### src/rtl/vrt_pkg.sv
// Shared types and constants for the voxel ray traversal block.
package vrt_pkg;

	localparam int GRID_SIDE_DEF = 32;
	localparam int FRAC_BITS     = 16;
	localparam int RES_W         = 49;   // widest result of the iterative unit (32x17 product)
	localparam int TW            = 34;   // crossing time width
	localparam int DW            = 33;   // per-voxel time step width

	localparam logic CMD_WRITE = 1'b0;
	localparam logic CMD_CAST  = 1'b1;

	typedef enum logic [1:0] {
		OP_MUL,
		OP_DIV,
		OP_SQRT
	} iter_op_t;

	// a: MUL a[31:0], DIV dividend a[32:0], SQRT radicand a[63:0]
	// b: MUL b[16:0], DIV divisor b[15:0]
	typedef struct packed {
		logic       start;
		iter_op_t   op;
		logic [63:0] a;
		logic [31:0] b;
	} iter_req_t;

	typedef struct packed {
		logic we;
		logic wdata;
		logic re;
	} mem_req_t;

endpackage

### src/rtl/vrt_iter_unit.sv
// Shared multiply / bit-serial divide / digit-serial square root unit.
module vrt_iter_unit import vrt_pkg::*; (
	input  logic             clk,
	input  logic             arst_n,
	input  iter_req_t        req,
	output logic             done,
	output logic [RES_W-1:0] res
);

	logic             busy_q;
	logic             done_q;
	iter_op_t         op_q;
	logic [5:0]       cnt_q;
	logic [63:0]      x_q;
	logic [35:0]      rem_q;
	logic [32:0]      quo_q;
	logic [15:0]      dvs_q;
	logic [RES_W-1:0] res_q;

	logic [35:0] div_r;
	logic [35:0] sq_r;
	logic [35:0] sq_trial;

	assign div_r    = {rem_q[34:0], x_q[63]};
	assign sq_r     = {rem_q[33:0], x_q[63:62]};
	assign sq_trial = {2'b00, quo_q[31:0], 2'b01};

	always_ff @(posedge clk or negedge arst_n) begin
		if (!arst_n) begin
			busy_q <= 1'b0;
			done_q <= 1'b0;
			op_q   <= OP_MUL;
			cnt_q  <= '0;
		end else begin
			if (req.start) begin
				op_q <= req.op;
				case (req.op)
					OP_MUL: begin
						done_q <= 1'b1;
					end
					OP_DIV: begin
						busy_q <= 1'b1;
						done_q <= 1'b0;
						cnt_q  <= 6'd33;
					end
					OP_SQRT: begin
						busy_q <= 1'b1;
						done_q <= 1'b0;
						cnt_q  <= 6'd32;
					end
					default: begin
						done_q <= 1'b1;
					end
				endcase
			end else if (busy_q) begin
				if (cnt_q == 6'd0) begin
					busy_q <= 1'b0;
					done_q <= 1'b1;
				end else begin
					done_q <= 1'b0;
					cnt_q  <= cnt_q - 6'd1;
				end
			end else begin
				done_q <= 1'b0;
			end
		end
	end

	always_ff @(posedge clk) begin
		if (req.start) begin
			rem_q <= '0;
			quo_q <= '0;
			dvs_q <= req.b[15:0];
			case (req.op)
				OP_MUL: begin
					res_q <= RES_W'(req.a[31:0]) * RES_W'(req.b[16:0]);
					x_q   <= req.a;
				end
				OP_DIV: begin
					x_q <= {req.a[32:0], 31'b0};
				end
				default: begin
					x_q <= req.a;
				end
			endcase
		end else if (busy_q) begin
			if (cnt_q == 6'd0) begin
				res_q <= RES_W'(quo_q);
			end else if (op_q == OP_DIV) begin
				x_q <= {x_q[62:0], 1'b0};
				if (div_r >= 36'(dvs_q)) begin
					rem_q <= div_r - 36'(dvs_q);
					quo_q <= {quo_q[31:0], 1'b1};
				end else begin
					rem_q <= div_r;
					quo_q <= {quo_q[31:0], 1'b0};
				end
			end else begin
				x_q <= {x_q[61:0], 2'b00};
				if (sq_r >= sq_trial) begin
					rem_q <= sq_r - sq_trial;
					quo_q <= {quo_q[31:0], 1'b1};
				end else begin
					rem_q <= sq_r;
					quo_q <= {quo_q[31:0], 1'b0};
				end
			end
		end
	end

	assign done = done_q;
	assign res  = res_q;

endmodule

### config.mk
export PLATFORM = sky130hd
export DESIGN_NAME = vrt_iter_unit
export DESIGN_NICKNAME = d
export VERILOG_FILES = /design/src/rtl/vrt_pkg.sv /design/src/rtl/vrt_iter_unit.sv
export SDC_FILE = /design/constraint.sdc
export NUM_CORES = 2
export LEC_CHECK = 0
export ABC_AREA = 1
export BUFFER_PORTS_ARGS = -buffer_cell sky130_fd_sc_hd__buf_2
export CAP_MARGIN = 20
export CORE_MARGIN = 10
export CORE_UTILIZATION = 55
export CTS_CLUSTER_SIZE = 8
export DETAILED_ROUTE_END_ITERATION = 7
export HOLD_SLACK_MARGIN = 0.02
export PLACE_DENSITY_LB_ADDON = 0.2
export SYNTH_ARGS = -nofsm -noshare
export SYNTH_HDL_FRONTEND = slang
export SYNTH_SLANG_ARGS = --single-unit
### constraint.sdc
create_clock -name clk -period 4.4 [get_ports clk]
set_input_delay 0.22 -clock clk [delete_from_list [all_inputs] [get_ports clk]]
set_output_delay 0.22 -clock clk [all_outputs]
set_load 0.02 [all_outputs]
Word level (Yosys, flattened, before mapping)
Index checks and enable logic that the tools add are counted.
W data, S select, Z words.
Word-level totals
  register bits after elaboration: 207
  bits of input ports: 101
  output and inout port bits: 50
  logic and storage cells: 59
Cells by class
  add/sub/neg operators: 3
  $mul: 1
  magnitude comparators: 2
  eq/ne operators: 7
  muxes and demuxes: 27
  bitwise gates (word level): 1
  reductions and logical operators: 9
Operators by type and width (number)
  $mux W64: 5
  $mux W49: 4
  $mux W35: 3
  $mul A32 B17 Y49: 1
  $ge A36 B16 Y1: 1
  $ge A36 B34 Y1: 1
  $sub A35 B16 Y35: 1
  $sub A35 B34 Y35: 1
  $mux W6: 3
  $pmux W6 S2: 1
  $mux W1: 11
  $logic_not A6 Y1: 1
  $reduce_and A3 Y1: 2
  $sub A6 B1 Y6 const B: 1
  $eq A2 B1 Y1 const B: 2
  $ne A2 B2 Y1 const B: 2
  $reduce_and A2 Y1: 2
  $reduce_bool A2 Y1: 2
  $ne A3 B1 Y1 const B: 1
  $eq A2 B2 Y1 const B: 1
  $logic_not A2 Y1: 1
  $ne A2 B1 Y1 const B: 1
  $reduce_or A2 Y1: 1
  $not A1 Y1: 1

Depth between registers and ports, before layout
  word-level depth: 5
  mapped depth: 29
  depth with buffers taken out: 28

Least setup slack after synthesis
Ideal clock, no wire load.
  path type: in2reg
  start point: input req[42] (netlist bit)
  end point: register res_q[23] (netlist: res[23]) (data pin)
  setup time: 0.266 ns
  data arrival time: 5.343 ns
  required time: 4.134 ns
  path slack: -1.209 ns
  cell stages on the path: 22
  buffers on the path: 2
  path through: clkbuf_1 buf_1 nand2_1 fa_1 fa_1 fa_1 fa_1 inv_1 fa_1 inv_1 fa_1 inv_1 ha_1 nand2_1 a21oi_1 nor2_1 nand2_1 inv_1 o21ai_0 or2_2 nand3_1 o21ai_0
Between the ends
  longest elaborated chain between the ends: 3
Ends and longest elaborated chain
  start, declared: RTL line vrt_iter_unit.sv:5  | input iter_req_t req,
  $mul A32 B17 Y49: RTL line vrt_iter_unit.sv:76  | res_q <= RES_W'(req.a[31:0]) * RES_W'(req.b[16:0]);
  $mux W49: RTL line vrt_iter_unit.sv:74  | case (req.op)
  $mux W49: RTL line vrt_iter_unit.sv:70  | if (req.start) begin
  end signal, assigned: RTL line vrt_iter_unit.sv:76
  end signal, assigned: RTL line vrt_iter_unit.sv:88  | res_q <= RES_W'(quo_q);
  end, declared: RTL line vrt_iter_unit.sv:18  | logic [RES_W-1:0] res_q;
Every way passes these cells. The select of a mux whose other input is x is not followed.
A chain may end at the register's enable or synchronous reset.

Final worst setup path
  start point: input req[8] (netlist bit)
  end point: register res_q[38] (netlist: res[38]) (data pin)
Same word-level chain as after synthesis.

==> flow_summary.ini <==
[clock_network]
clock_path_buffers = 3
clk_pin_slew_ps = 60
cts_buffers = 31
clock-sinks = 207
clock_latency_ps = 590
htreeDepth = 1
cts_tree = built
cts_root_buffer = clkbuf_16

[timing]
drv_slew = 0
max_freq_mhz = 194
slew-limit-headroom = 0.273
fin_ws_ps = -742
worst_slew_pin_slew_ps = 1090
tns_ps = -21750
skew_ps = 26.9
min_period_ps = 5140
setup_viol = 38
grt_setup_unrepaired = yes
hold_violations = 0
period_share = 1.17

[critical_path]
slowest_stage = fa_1
cp_num_buf_inv = 9
arrival_ps = 5480
crit_top_cell = inv_2
crit_family = adder cells
path_class = input pin to register
cp-end-kind = register
startpoint_type = input pin
critPathRequiredTime_ps = 4740
critPathMaxFanout = 4
slowest_delay_ps = 600

[logic_synthesis]
synthCells = 4652
ys_async_sr_fraction = 0.0483
ys_seq_elements = 207
synth_area_um2 = 32700
yosysWarnings = 0
synthDistinctLibCells = 50
synth_ff_type = edfxtp_1
synth_edf_count = 129
avgSynthCellArea_um2 = 7.02
synth_seq_area_share = 0.168
synthesis.nets = 5380

[die]
die_h_um = 264
initial_core_util = 0.554
num_rows = 89
die_area_um2 = 69500
core_um2 = 58900
ios = 151
fp.dieW_um = 264

[worst_hold_path]
min_path_type = input pin to asynchronous set/reset pin

[placed_design]
portBuffers = 135
place_hpwl_um = 89000
post-place-ws_ps = -1600
routabilityCongestion = 0.969

[run]
cap_violations = 0

[global_routing]
grt_max_degree = 97
antenna_found_initial = 3
grt_usage = 0.329
grt_util_met2 = 0.557
grt.busiest_layer = met2
grt_pass1_vias = 32400
grt_pass1_wl_um = 180000
grt_overflow = 0
grt_use_met3 = 0.0627
grt_util_met1 = 0.400

[layout]
syn2layout_area_growth_pct = 28.4
layout-drive-gt1-share = 0.242
register_area_um2 = 5490
diodes = 0
nets = 5828
post-route-util = 0.712
fillers = 4570
multiInputGateArea_um2 = 24500

[route]
routed_wl_um = 118000
via_count = 32000
dr.pass1.iters = 7
wire_per_inst_um = 20.0
drc = 0
ant_nets = 0
vias_per_cell = 5.43
initialDrtViolationCount = 2862

[run_status]
status = finished with violations
violations = negative setup slack
## cell usage in the layout, fill, tap and decap left out, drive strengths merged, types with 2 or more instances in the layout
cell         netlist  layout
nand3            182     182
clkinv             1       2
o211ai             5       5
nor2             374     374
nor3              30      30
nor4               2       2
inv             1168    1170
ha               177     177
a21boi             5       5
dfrtp             10      10
xnor2             22      22
o21bai            17      17
nand3b             9       9
o21ai            253     253
o21a               6       6
buf               39     597
nand4             31      31
dfxtp             68      68
or2               11      11
clkbuf           152      57
o31ai              2       2
edfxtp           129     129
fa               450     450
a21o               7       7
and3               3       3
dlygate4sd3        0       5
a21oi            151     151
xor2              16      16
nand2           1281    1281
o22ai             39      39
a31oi              7       7
## path summary, 6_finish.rpt
path | startpoint | cells past startpoint | to | slack, ps
worst max-delay path | req[8] | 28 | res[38] | -740
min in group clk | req[73] | 3 | x_q[41] | 40
worst min-delay path | arst_n | 2 | cnt_q[1] | 40
max in group asynchronous | arst_n | 2 | cnt_q[2] | 4130
worst max register to register | cnt_q[0] | 10 | x_q[56] | 1130
worst min register to register | quo_q[1] | 2 | quo_q[1] | 490
## stage by stage
stage,std cells,hold WS [ps],area (um^2)
after floorplan,4652,-75.6,34300
after global placement,5711,120,37200
after detailed placement,5711,121,37200
after CTS,5847,23.5,40500
after global routing,5897,38.1,41900
final,5897,36.8,41900
## area by class of cell
| class | instances | share of cell area |
|---|---|---|
| multi-input cells | 3085 | 0.584 |
| inverters | 1169 | 0.105 |
| repair buffers | 606 | 0.135 |
| clock inverters | 3 | 0.000477 |
| flip-flops and latches | 207 | 0.131 |
| clock buffers | 54 | 0.0215 |
| well taps | 773 | 0.0231 |
## cell usage after synthesis, types with 3 or more instances
master	number	area share
xnor2_1	22	0.0059
nand3_1	178	0.027
inv_1	1159	0.13
o211ai_1	5	0.0011
nor3_1	29	0.0044
buf_2	7	0.0011
nor2_1	362	0.042
buf_1	23	0.0026
fa_1	450	0.28
o22ai_1	39	0.0075
nand4_1	31	0.0059
a21oi_1	149	0.023
edfxtp_1	129	0.12
a21o_1	7	0.0016
a21boi_0	5	0.0011
nor2_4	6	0.0021
o21ai_1	8	0.0012
xor2_1	16	0.0043
o21ai_0	245	0.038
ha_1	177	0.068
clkbuf_1	152	0.017
or2_2	10	0.0019
buf_4	4	0.00092
nand3b_1	9	0.0021
o21bai_1	17	0.0039
nand2_2	7	0.0013
o21a_1	6	0.0014
a31oi_1	7	0.0013
dfxtp_1	68	0.042
buf_6	5	0.0017
nor2_2	6	0.0011
inv_2	8	0.00092
nand2_1	1273	0.15
and3_1	3	0.00057
dfrtp_1	10	0.0077
## flip-flops by register name (all words and copies together) (netlist names)
signal and count:
op_q 2, res 49, dvs_q 16, done 1
x_q 64, rem_q 35, cnt_q 6, quo_q 33
busy_q 1
## repair_timing
action,CTS,global route
gates resized for setup,471,313
cloned,6,2
hold buffers,5,0
pin swaps,214,261
hold endpoints to repair,14,0
buffers inserted,69,54
setup endpoints to repair,40,41
## routing by layer
layer	routed length [um]	vias to the layer above
met5	83	-
met4	7050	4
met3	10400	379
met2	56200	1537
met1	44300	15300
li1	-	14800
## cells by family (layout without fill, tap and decap cells)
| kind of cell | after synthesis | count (layout) | share of synthesized area |
|---|---|---|---|
| xor gates and xnor gates | 38 | 38 | 0.0102 |
| and+or+nand+nor | 1925 | 1925 | 0.238 |
| AOI/OAI and AO/OA | 495 | 495 | 0.0815 |
| buffers and inverters | 1360 | 1832 | 0.158 |
| DFF | 207 | 207 | 0.168 |
| adders and majority gates | 627 | 627 | 0.344 |
Power is not shown: default switching activity piles up to over one toggle a cycle in this logic, so the estimate is an artifact.
